$ cat config.mk
export PLATFORM = sky130hd
export DESIGN_NAME = feal8_block_cipher
export DESIGN_NICKNAME = d
export VERILOG_FILES = /design/src/rtl/core/feal8_pkg.sv /design/src/rtl/core/feal8_keysched.sv /design/src/rtl/core/feal8_round.sv /design/src/rtl/core/feal8_block_cipher.sv
export SDC_FILE = /design/constraint.sdc
export NUM_CORES = 2
export LEC_CHECK = 0
export CORE_UTILIZATION = 58
export CTS_CLUSTER_DIAMETER = 40
export DETAILED_ROUTE_END_ITERATION = 8
export DONT_BUFFER_PORTS = 1
export PLACE_DENSITY = 0.86
export SETUP_SLACK_MARGIN = 0.4
export SYNTH_ARGS = -nofsm -noshare
export SYNTH_HDL_FRONTEND = slang
export SYNTH_SLANG_ARGS = --single-unit
$ cat constraint.sdc
create_clock -name clk -period 5.9 [get_ports clk]
set_input_delay 0.59 -clock clk [delete_from_list [all_inputs] [get_ports clk]]
set_output_delay 0.59 -clock clk [all_outputs]
set_load 0.03 [all_outputs]
$ cat src/rtl/core/feal8_pkg.sv
// ============================================================================
// feal8_pkg
// Shared types, constants and FEAL mixing functions for the FEAL-8 engine.
// ============================================================================
`default_nettype none

package feal8_pkg;

    localparam int unsigned BLOCK_W    = 64;
    localparam int unsigned HALF_W     = 32;
    localparam int unsigned SUBKEY_W   = 16;
    localparam int unsigned NUM_ROUNDS = 8;
    // whitening stage + one stage per round + output register
    localparam int unsigned PIPE_DEPTH = NUM_ROUNDS + 2;
    localparam int unsigned ADDR_W     = 4;
    localparam int unsigned DATA_W     = 64;

    typedef enum logic [0:0] {
        CMD_ENCRYPT = 1'b0,
        CMD_DECRYPT = 1'b1
    } cmd_t;

    typedef enum logic [0:0] {
        REG_CIPHER_KEY = 1'b0
    } reg_idx_t;

    typedef struct packed {
        cmd_t              cmd;
        logic [HALF_W-1:0] l;
        logic [HALF_W-1:0] r;
    } stage_t;

    typedef struct packed {
        logic                                 done;
        logic [NUM_ROUNDS-1:0][SUBKEY_W-1:0]  rkey;
        logic [BLOCK_W-1:0]                   pre_white;
        logic [BLOCK_W-1:0]                   post_white;
    } ks_out_t;

    // add with carry-in, then rotate left by two
    function automatic logic [7:0] sbox_add(input logic [7:0] a, input logic [7:0] b,
                                            input logic d);
        logic [7:0] s;
        s = a + b + {7'd0, d};
        return {s[5:0], s[7:6]};
    endfunction

    function automatic logic [31:0] mix_f(input logic [31:0] al, input logic [15:0] k);
        logic [7:0] p;
        logic [7:0] q;
        logic [7:0] y0;
        logic [7:0] y1;
        logic [7:0] y2;
        logic [7:0] y3;
        p  = al[7:0] ^ al[15:8] ^ k[7:0];
        q  = al[23:16] ^ al[31:24] ^ k[15:8];
        y1 = sbox_add(p, q, 1'b1);
        y2 = sbox_add(q, y1, 1'b0);
        y0 = sbox_add(al[7:0], y1, 1'b0);
        y3 = sbox_add(al[31:24], y2, 1'b1);
        return {y3, y2, y1, y0};
    endfunction

    function automatic logic [31:0] mix_fk(input logic [31:0] al, input logic [31:0] be);
        logic [7:0] p;
        logic [7:0] q;
        logic [7:0] y0;
        logic [7:0] y1;
        logic [7:0] y2;
        logic [7:0] y3;
        p  = al[7:0] ^ al[15:8];
        q  = al[23:16] ^ al[31:24];
        y1 = sbox_add(p, q ^ be[7:0], 1'b1);
        y2 = sbox_add(q, y1 ^ be[15:8], 1'b0);
        y0 = sbox_add(al[7:0], y1 ^ be[23:16], 1'b0);
        y3 = sbox_add(al[31:24], y2 ^ be[31:24], 1'b1);
        return {y3, y2, y1, y0};
    endfunction

endpackage

`default_nettype wire

$ cat src/rtl/core/feal8_keysched.sv
// ============================================================================
// feal8_keysched
// Iterative FEAL key schedule: one fK pass per cycle, eight passes per key.
// ============================================================================
`default_nettype none

module feal8_keysched (
    input  wire logic                               clk,
    input  wire logic                               rst_n,
    input  wire logic                               restart,
    input  wire logic [feal8_pkg::BLOCK_W-1:0]      cipher_key,
    output feal8_pkg::ks_out_t                      ks
);

    localparam int unsigned CNT_W = $clog2(feal8_pkg::NUM_ROUNDS + 1);
    localparam int unsigned IDX_W = $clog2(feal8_pkg::NUM_ROUNDS);
    localparam logic [CNT_W-1:0] CNT_END = CNT_W'(feal8_pkg::NUM_ROUNDS);

    logic                             load_reg;
    logic [CNT_W-1:0]                 cnt_reg;
    logic [feal8_pkg::HALF_W-1:0]     a_reg;
    logic [feal8_pkg::HALF_W-1:0]     b_reg;
    logic [feal8_pkg::HALF_W-1:0]     d_reg;
    logic [feal8_pkg::HALF_W-1:0]     sk_reg [feal8_pkg::NUM_ROUNDS];
    logic [feal8_pkg::HALF_W-1:0]     y;
    logic                             running;

    assign y       = feal8_pkg::mix_fk(a_reg, b_reg ^ d_reg);
    assign running = !load_reg && (cnt_reg != CNT_END);

    always_ff @(posedge clk or negedge rst_n)
    begin
        if (!rst_n)
        begin
            load_reg <= 1'b1;
            cnt_reg  <= '0;
        end
        else if (restart)
        begin
            load_reg <= 1'b1;
        end
        else if (load_reg)
        begin
            load_reg <= 1'b0;
            cnt_reg  <= '0;
        end
        else if (running)
        begin
            cnt_reg <= cnt_reg + 1'b1;
        end
    end

    always_ff @(posedge clk)
    begin
        if (load_reg)
        begin
            a_reg <= cipher_key[feal8_pkg::HALF_W-1:0];
            b_reg <= cipher_key[feal8_pkg::BLOCK_W-1:feal8_pkg::HALF_W];
            d_reg <= '0;
        end
        else if (running)
        begin
            d_reg <= a_reg;
            a_reg <= b_reg;
            b_reg <= y;
            sk_reg[cnt_reg[IDX_W-1:0]] <= y;
        end
    end

    always_comb
    begin
        ks.done = !load_reg && (cnt_reg == CNT_END) && !restart;
        for (int i = 0; i < feal8_pkg::NUM_ROUNDS / 2; i++)
        begin
            ks.rkey[2*i]   = sk_reg[i][15:0];
            ks.rkey[2*i+1] = sk_reg[i][31:16];
        end
        ks.pre_white  = {sk_reg[5], sk_reg[4]};
        ks.post_white = {sk_reg[7], sk_reg[6]};
    end

endmodule

`default_nettype wire

$ cat src/rtl/core/feal8_round.sv
// ============================================================================
// feal8_round
// One pipelined Feistel round: new L = R, new R = L ^ f(R, key).
// ============================================================================
`default_nettype none

module feal8_round (
    input  wire logic                              clk,
    input  wire logic                              rst_n,
    input  wire logic                              load,
    input  wire logic                              in_valid,
    input  wire feal8_pkg::stage_t                 in_stage,
    input  wire logic [feal8_pkg::SUBKEY_W-1:0]    round_key,
    output logic                                   out_valid,
    output feal8_pkg::stage_t                      out_stage
);

    logic               valid_reg;
    feal8_pkg::stage_t  stage_reg;
    feal8_pkg::stage_t  stage_next;

    always_comb
    begin
        stage_next.cmd = in_stage.cmd;
        stage_next.l   = in_stage.r;
        stage_next.r   = in_stage.l ^ feal8_pkg::mix_f(in_stage.r, round_key);
    end

    always_ff @(posedge clk or negedge rst_n)
    begin
        if (!rst_n)
        begin
            valid_reg <= 1'b0;
        end
        else if (load)
        begin
            valid_reg <= in_valid;
        end
    end

    always_ff @(posedge clk)
    begin
        if (load && in_valid)
        begin
            stage_reg <= stage_next;
        end
    end

    assign out_valid = valid_reg;
    assign out_stage = stage_reg;

endmodule

`default_nettype wire

$ cat src/rtl/core/feal8_block_cipher.sv
// ============================================================================
// feal8_block_cipher
// FEAL-8 encrypt/decrypt engine with APB key register and streaming pipeline.
// ============================================================================
// The block takes one 64-bit block per cycle while in_ready is high and passes it
// through the whitening stage, eight round stages and output register, so it sustains
// one block per clock while out_ready stays high; each round stage holds one f function
// with its four 8-bit adders, at most three of them chained. Each stage stalls only
// when it is full and the stage after it is stalled, so bubbles are squeezed out. After
// reset and after every write of the key register, the iterative key schedule runs one
// fK pass per cycle; in_ready stays low after reset, and from the access cycle of a key
// write, until the sixteen subkeys are ready.
// Write the key only while no block is in flight.
`default_nettype none

module feal8_block_cipher (
    input  wire logic                               clk,
    input  wire logic                               rst_n,
    input  wire logic                               psel,
    input  wire logic                               penable,
    input  wire logic                               pwrite,
    input  wire logic [feal8_pkg::ADDR_W-1:0]       paddr,
    input  wire logic [feal8_pkg::DATA_W-1:0]       pwdata,
    output logic      [feal8_pkg::DATA_W-1:0]       prdata,
    output logic                                    pready,
    input  wire logic                               in_valid,
    output logic                                    in_ready,
    input  wire logic                               cmd,
    input  wire logic [feal8_pkg::BLOCK_W-1:0]      data_block,
    output logic                                    out_valid,
    input  wire logic                               out_ready,
    output logic      [feal8_pkg::BLOCK_W-1:0]      result_block
);

    localparam int unsigned NR    = feal8_pkg::NUM_ROUNDS;
    localparam int unsigned DEPTH = feal8_pkg::PIPE_DEPTH;
    localparam int unsigned HW    = feal8_pkg::HALF_W;

    // ---------------- configuration ----------------
    logic                              cfg_wr;
    logic                              key_wr;
    logic [feal8_pkg::BLOCK_W-1:0]     cipher_key_reg;
    feal8_pkg::reg_idx_t               wr_idx;
    feal8_pkg::ks_out_t                ks;

    assign pready = 1'b1;
    assign cfg_wr = psel && penable && pwrite;
    assign wr_idx = feal8_pkg::reg_idx_t'(paddr[feal8_pkg::ADDR_W-1:3]);

    always_comb
    begin
        key_wr = 1'b0;
        prdata = '0;
        case (wr_idx)
            feal8_pkg::REG_CIPHER_KEY:
            begin
                key_wr = cfg_wr;
                prdata = cipher_key_reg;
            end
            default:
            begin
                key_wr = 1'b0;
                prdata = '0;
            end
        endcase
    end

    always_ff @(posedge clk or negedge rst_n)
    begin
        if (!rst_n)
        begin
            cipher_key_reg <= '0;
        end
        else if (key_wr)
        begin
            cipher_key_reg <= pwdata;
        end
    end

    feal8_keysched u_keysched (
        .clk        (clk),
        .rst_n      (rst_n),
        .restart    (key_wr),
        .cipher_key (cipher_key_reg),
        .ks         (ks)
    );

    // ---------------- pipeline flow control ----------------
    logic [DEPTH-1:0]   valid_q;
    logic [DEPTH-1:0]   take;
    logic               accept;

    always_comb
    begin
        take[DEPTH-1] = !valid_q[DEPTH-1] || out_ready;
        for (int i = DEPTH - 2; i >= 0; i--)
        begin
            take[i] = !valid_q[i] || take[i+1];
        end
    end

    assign in_ready = take[0] && ks.done && !cfg_wr;
    assign accept   = in_valid && in_ready;

    // ---------------- whitening stage ----------------
    logic                          s0_valid_reg;
    feal8_pkg::stage_t             s0_stage_reg;
    feal8_pkg::stage_t             s0_stage_next;
    feal8_pkg::cmd_t               in_cmd;
    logic [feal8_pkg::BLOCK_W-1:0] x;

    assign in_cmd = feal8_pkg::cmd_t'(cmd);

    always_comb
    begin
        x = data_block ^ ((in_cmd == feal8_pkg::CMD_DECRYPT) ? ks.post_white : ks.pre_white);
        s0_stage_next.cmd = in_cmd;
        s0_stage_next.l   = x[HW-1:0];
        s0_stage_next.r   = x[2*HW-1:HW] ^ x[HW-1:0];
    end

    always_ff @(posedge clk or negedge rst_n)
    begin
        if (!rst_n)
        begin
            s0_valid_reg <= 1'b0;
        end
        else if (take[0])
        begin
            s0_valid_reg <= accept;
        end
    end

    always_ff @(posedge clk)
    begin
        if (take[0] && accept)
        begin
            s0_stage_reg <= s0_stage_next;
        end
    end

    // ---------------- round stages ----------------
    feal8_pkg::stage_t  stage_q [NR+1];

    assign valid_q[0] = s0_valid_reg;
    assign stage_q[0] = s0_stage_reg;

    for (genvar g = 1; g <= NR; g++)
    begin : g_round
        logic [feal8_pkg::SUBKEY_W-1:0] key_sel;

        // decryption walks the round keys backward
        assign key_sel = (stage_q[g-1].cmd == feal8_pkg::CMD_DECRYPT) ?
                         ks.rkey[NR-g] : ks.rkey[g-1];

        feal8_round u_round (
            .clk       (clk),
            .rst_n     (rst_n),
            .load      (take[g]),
            .in_valid  (valid_q[g-1]),
            .in_stage  (stage_q[g-1]),
            .round_key (key_sel),
            .out_valid (valid_q[g]),
            .out_stage (stage_q[g])
        );
    end

    // ---------------- output stage ----------------
    logic                          out_valid_reg;
    logic [feal8_pkg::BLOCK_W-1:0] result_reg;
    logic [feal8_pkg::BLOCK_W-1:0] result_next;

    always_comb
    begin
        result_next = {stage_q[NR].l ^ stage_q[NR].r, stage_q[NR].r} ^
                      ((stage_q[NR].cmd == feal8_pkg::CMD_DECRYPT) ?
                       ks.pre_white : ks.post_white);
    end

    always_ff @(posedge clk or negedge rst_n)
    begin
        if (!rst_n)
        begin
            out_valid_reg <= 1'b0;
        end
        else if (take[DEPTH-1])
        begin
            out_valid_reg <= valid_q[NR];
        end
    end

    always_ff @(posedge clk)
    begin
        if (take[DEPTH-1] && valid_q[NR])
        begin
            result_reg <= result_next;
        end
    end

    assign valid_q[DEPTH-1] = out_valid_reg;
    assign out_valid        = out_valid_reg;
    assign result_block     = result_reg;

endmodule

`default_nettype wire

# Yosys cells after proc, flatten, opt, wreduce, memory -nomap -nowiden
# Memory sizes are Yosys's and may differ from the RTL's.
# Index checks and enable logic that the tools add are counted.
[totals] ff_bits=824 ram_bits=256 output_inout_bits=131 wordCells=219 memories=1
[classes] addsub=55 eq_ne=2 muxes=22 bitwise=52 n_reduce_logical=43
[memory_table] name="u_keysched.sk_reg" words=8 word_bits=32 rd=8 rd_ports_with_merged_regs=0 wr=1 line="feal8_keysched.sv:24" rtl="logic [feal8_pkg::HALF_W-1:0] sk_reg [feal8_pkg::NUM_ROUNDS];"
[op_table] cell="bitwise XOR 32 bit" count=11
[op_table] cell="bitwise XOR 8 bit" count=38
[op_table] cell="adder 8 bit" count=36
[op_table] cell="2-to-1 mux 64 bit" count=3
[op_table] cell="adder 8 x 1 -> 8 bit (second input constant)" count=18
[op_table] cell="2-to-1 mux 16 bit" count=8
[op_table] cell="2-to-1 mux 32 bit" count=4
[op_table] cell="bitwise XOR 64 bit" count=2
[op_table] cell="logical AND 1 bit" count=18
[op_table] cell="zero test 1 bit" count=13
[op_table] cell="logical OR 1 bit" count=10
[op_table] cell="2-to-1 mux 4 bit" count=2
[op_table] cell="2-to-1 mux 1 bit" count=5
[op_table] cell="adder 4 x 1 -> 4 bit (second input constant)" count=1
[op_table] cell="== test 4 bit (second input constant)" count=1
[op_table] cell="inequality test 4 bit (second input constant)" count=1
[op_table] cell="AND reduction 2 bit" count=1
[op_table] cell="nonzero test 2 bit" count=1
[op_table] cell="NOT 1 bit" count=1

# Depth between registers and ports, before layout
[depth] word_depth=15 mapped_depth=29

# By module
# A second synthesis with hierarchy kept.
[hier_totals] cells_unflattened=3709 area_unflattened_um2=54823.8
[by_module_without_submodules] mod="feal8_round" n_inst=8 cells_per_inst=265 area_per_inst_um2=3689.8 seq_area_each_um2=1976.9
[by_module_without_submodules] mod="feal8_keysched" n_inst=1 cells_per_inst=748 area_per_inst_um2=13538.0 seq_area_each_um2=10376.2
[by_module_without_submodules] mod="feal8_block_cipher" n_inst=1 cells_per_inst=841 area_per_inst_um2=11767.5 seq_area_each_um2=5525.3

# Worst setup path before layout
# OpenSTA, ideal clock, no wires.
[synth_path] path_kind="input to register" from="input out_ready" to="register g_round[4].u_round.stage_reg (netlist bit g_round[4].u_round.out_stage[0]) (enable)" setup_time_ns=0.588 arrival_ns=5.734 setup_slack_ns=-0.421 path_stages=4 n_path_buf=0 cell_sequence="nand3b_1 -> nor2_1 -> and3_1 -> a21boi_0"
[synth_between] elab_chain_cells=7
[synth_lines] item="from (decl)" line="feal8_block_cipher.sv:31" rtl="input wire logic out_ready,"
[synth_lines] item="logical OR 1 bit" line="feal8_block_cipher.sv:95" rtl="take[DEPTH-1] = !valid_q[DEPTH-1] || out_ready;"
[synth_lines] item="logical OR 1 bit (5 in a row)" line="feal8_block_cipher.sv:98" rtl="take[i] = !valid_q[i] || take[i+1];"
[synth_lines] item="logical AND 1 bit" line="feal8_round.sv:43" rtl="if (load && in_valid)"
[synth_lines] item="to (signal assigned)" line="feal8_round.sv:45" rtl="stage_reg <= stage_next;"
[synth_lines] item="to (decl)" line="feal8_round.sv:19" rtl="feal8_pkg::stage_t stage_reg;"
# No other way between the ends.
# A chain may end at the register's enable or synchronous reset.

# Worst setup path after layout
[layout_path] from="register u_keysched.a_reg[24] (netlist name)" to="register u_keysched.b_reg[16] (netlist name) (data pin)"
[layout_between] elab_chain_cells=8
[layout_lines] item="from (decl)" line="feal8_keysched.sv:21" rtl="logic [feal8_pkg::HALF_W-1:0] a_reg;"
[layout_lines] item="from (signal assigned)" line="feal8_keysched.sv:57" rtl="a_reg <= cipher_key[feal8_pkg::HALF_W-1:0];"
[layout_lines] item="from (signal assigned)" line="feal8_keysched.sv:64" rtl="a_reg <= b_reg;"
[layout_lines] item="bitwise XOR 8 bit" line="feal8_pkg.sv:72" rtl="q = al[23:16] ^ al[31:24];"
[layout_lines] item="bitwise XOR 8 bit" line="feal8_pkg.sv:73" rtl="y1 = sbox_add(p, q ^ be[7:0], 1'b1);"
[layout_lines] item="adder 8 bit" line="feal8_pkg.sv:44" rtl="s = a + b + {7'd0, d};"
[layout_lines] item="adder 8 x 1 -> 8 bit" line="feal8_pkg.sv:44"
[layout_lines] item="net u_keysched.y (one bit)" line="feal8_keysched.sv:25" rtl="logic [feal8_pkg::HALF_W-1:0] y;"
[layout_lines] item="bitwise XOR 8 bit" line="feal8_pkg.sv:74" rtl="y2 = sbox_add(q, y1 ^ be[15:8], 1'b0);"
[layout_lines] item="adder 8 bit" line="feal8_pkg.sv:44"
[layout_lines] item="2-to-1 mux 32 bit" line="feal8_keysched.sv:61" rtl="else if (running)"
[layout_lines] item="2-to-1 mux 32 bit" line="feal8_keysched.sv:55" rtl="if (load_reg)"
[layout_lines] item="to (signal assigned)" line="feal8_keysched.sv:58" rtl="b_reg <= cipher_key[feal8_pkg::BLOCK_W-1:feal8_pkg::HALF_W];"
[layout_lines] item="to (signal assigned)" line="feal8_keysched.sv:65" rtl="b_reg <= y;"
[layout_lines] item="to (decl)" line="feal8_keysched.sv:22" rtl="logic [feal8_pkg::HALF_W-1:0] b_reg;"
# The timed path passes the listed nets, and every way through them passes these cells. The select of a mux whose other input is x is not followed.

==> impl_metrics.py <==
metrics = {
    "run_status": {
        "status": "finished, final reports clean",
    },
    "global_route": {
        "grt_pass1_vias": 33200,
        "grt-ovfl-total": 0,
        "grt_max_degree": 80,
        "grt_pass1_wl_um": 229000,
        "antenna_found_initial": 9,
        "grtUsageTotal_pct": 34.5,
    },
    "floorplan": {
        "coreArea_um2": 92100,
        "start_util_pct": 58.9,
        "dieArea_um2": 94700,
        "die_h_um": 308,
        "fp-row-count": 111,
        "io-pin-count": 271,
        "die_x_um": 308,
    },
    "timing": {
        "period_share_pct": 99.6,
        "max_freq_mhz": 170,
        "skew_ns": 0.0438,
        "finalHoldViolations": 0,
        "timing.hold.ws_ns": 0.0675,
        "rsz0062_at_grt": "yes",
        "tightest_slew_ns": 1.17,
        "finalCriticalPeriod_ns": 5.88,
        "setup_viol": 0,
        "relSlewSlack_pct": 19.5,
        "worst_slack_ns": 0.0233,
        "setup_tns_ns": 0,
        "slew_viol_final": 0,
    },
    "worst_setup_path": {
        "crit_path_end": "u_keysched.b_reg[16]",
        "startpoint_type": "flip-flop",
        "worstSetupEndpointType": "flip-flop",
        "cp.arrival_ns": 6.31,
        "cp_slowest_cell": "edfxtp_1",
        "max_stage_delay_ns": 0.43,
        "crit_start": "u_keysched.a_reg[24]",
        "reg2reg_depth": 35,
        "critical_path_required_ns": 6.33,
        "crit_type": "reg -> reg",
        "path_max_fanout": 2,
        "rr_endpoint": "u_keysched.b_reg[16]",
        "r2r_start": "u_keysched.a_reg[24]",
        "cpMostUsedCell": "buf_4",
        "ff2ff_setup_slack_ns": 0.02,
    },
    "yosys": {
        "synth_nets": 4157,
        "synth_edf_count": 969,
        "yosysTopAreaCellShare_pct": 53.7,
        "ys_seq_area_share_pct": 58.5,
        "netlist-cell-type-count": 63,
        "syn-cell-area_um2": 54200,
        "postSynthCellCount": 3727,
        "synth_area_leaders": "edfxtp_1 54%, xnor2_1 10%, ha_1 5.9%, xor2_1 5.5%, mux2i_1 4.7%",
        "synth_top_area_cell": "edfxtp_1",
        "ys_async_sr_fraction_pct": 7.31,
        "ys.flop_type": "edfxtp_1",
        "yosysWarnings": 0,
        "ys_ff_latch": 1080,
        "avgSynthCellArea_um2": 14.5,
    },
    "routing": {
        "wl_um": 171000,
        "vias_per_cell": 6.21,
        "ant_nets": 0,
        "firstDrtPassIters": 5,
        "drc": 0,
        "wire_per_inst_um": 30.7,
        "drt_iter0_drc": 4863,
        "vias": 34700,
    },
    "job": {
        "maxCapViolCount": 0,
    },
    "finish": {
        "nNetsFinal": 4651,
        "largest_reg_flops": 520,
        "final_common_cell": "edfxtp_1",
        "fillCellCount": 5412,
        "areaGrowthSynthToFinish_pct": 20.5,
        "multi_input_area_um2": 23100,
        "most-common-layout-cells": "969 x edfxtp_1, 598 x xnor2_1, 337 x xor2_1, 317 x buf_4, 224 x ha_1",
        "drive_gt1_share_pct": 23.1,
        "regArea_um2": 31700,
    },
    "cts": {
        "clk_pin_slew_ns": 0.07,
        "htree_levels": 4,
        "cts_tree": "built",
        "cts_root_buf": "clkbuf_16",
        "clock_path_buffers": 3,
        "worstSkewPairLatency_ns": 0.76,
        "cts_buffers": 136,
        "clock_sinks": 1080,
    },
    "placed_design": {
        "dp_slack_ns": -0.189,
        "io_buffer_count": 0,
        "dp_hpwl_um": 119000,
        "gp_congestion": 0.980,
    },
    "worst_hold_path": {
        "worstHoldPathType": "in -> reg",
    },
}
[kinds of logic after synthesis]
family | Yosys count | synth area share, %
adder cells (fa/ha/maj) | 290 | 7.19
flip-flops | 1080 | 58.5
other | 1 | 0.00692
AO/OA/AOI/OAI | 424 | 5.26
AND/OR/NAND/NOR | 308 | 3.04
multiplexers | 376 | 7.22
XOR/XNOR | 1017 | 17.1
buffers and inverters | 231 | 1.67
[layer usage]
layer	up-vias	part of all wire, %	global-route usage [%]
met1	17100	35	44.8
met4	6	6.0	15.4
met5	-	0.022	0
met2	2630	46	53.9
li1	14400	-	-
met3	603	13	9.77
[final cells by class]
| cell class | count | area share, % |
|---|---|---|
| Clock buffer | 164 | 5.61 |
| Tap cell | 1243 | 2.38 |
| Sequential cell | 1080 | 48.5 |
| Inverter | 167 | 0.959 |
| Timing Repair Buffer | 420 | 5.44 |
| Clock inverter | 89 | 1.63 |
| Multi-Input combinational cell | 2416 | 35.4 |
| Antenna cell | 5 | 0.0192 |
[worst max-delay path: cells and delay by family (launching register included)]
kind	cells	cell delay, ns
xor gates and xnor gates	4	0.74
DFF	1	0.43
AOI/OAI and AO/OA	9	1.16
and+or+nand+nor	1	0.16
buffers and inverters	17	1.95
adders and majority gates	4	1.12
[metrics by stage]
stage / utilization [%] / cells / instance area, µm²
after global placement: 61.7 / 5059 / 56800
final: 71.0 / 5584 / 65300
after detailed placement: 61.7 / 5059 / 56800
after global routing: 70.9 / 5579 / 65300
after CTS: 69.1 / 5487 / 63600
after floorplan: - / 3727 / 54300
[repair_timing]
action / 4_1_cts / 5_1_grt
hold buffers: 66 / 0
endpoints found under the setup margin: 76 / 111
cloned: 1 / 0
setup buffers: 108 / 92
pin swaps: 42 / 133
hold endpoints to repair: 143 / 0
gates resized for setup: 121 / 231
[synthesized netlist by cell type, types with 4 or more instances]
master / count
nor3_1: 22
xor2_1: 340
or3_1: 8
a21oi_1: 110
and3_1: 4
edfxtp_1: 969
xnor3_1: 13
nand2b_1: 41
nor2b_1: 94
nand3_1: 4
o21ai_0: 80
xnor2_1: 649
dfrtp_1: 78
o31a_1: 6
o211ai_1: 13
o31ai_1: 9
a21o_1: 59
buf_4: 5
nand2_1: 46
fa_1: 36
xor3_1: 8
nor2_1: 61
o21bai_1: 36
dfxtp_1: 32
o21a_1: 33
inv_1: 167
mux2_2: 119
o22ai_1: 6
mux2i_1: 257
xnor2_2: 7
or2_2: 9
clkbuf_1: 23
ha_1: 254
buf_1: 19
buf_2: 17
a21boi_0: 13
and2_1: 8
a22o_1: 31
[how the worst min path moves through the flow]
stage	endpoint	slack [ns]	startpoint	depth (start not counted)
after floorplan	cipher_key_reg[0]	0.29	rst_n	0
after global placement	cipher_key_reg[14]	0.30	rst_n	0
after detailed placement	cipher_key_reg[14]	0.30	rst_n	0
after CTS	s0_stage_reg[64]	0.003	cmd	0
after global routing	s0_stage_reg[64]	0.03	cmd	0
final	s0_stage_reg[64]	0.07	cmd	0
Power is not shown: default switching activity piles up to over one toggle a cycle in this logic, so the estimate is an artifact.
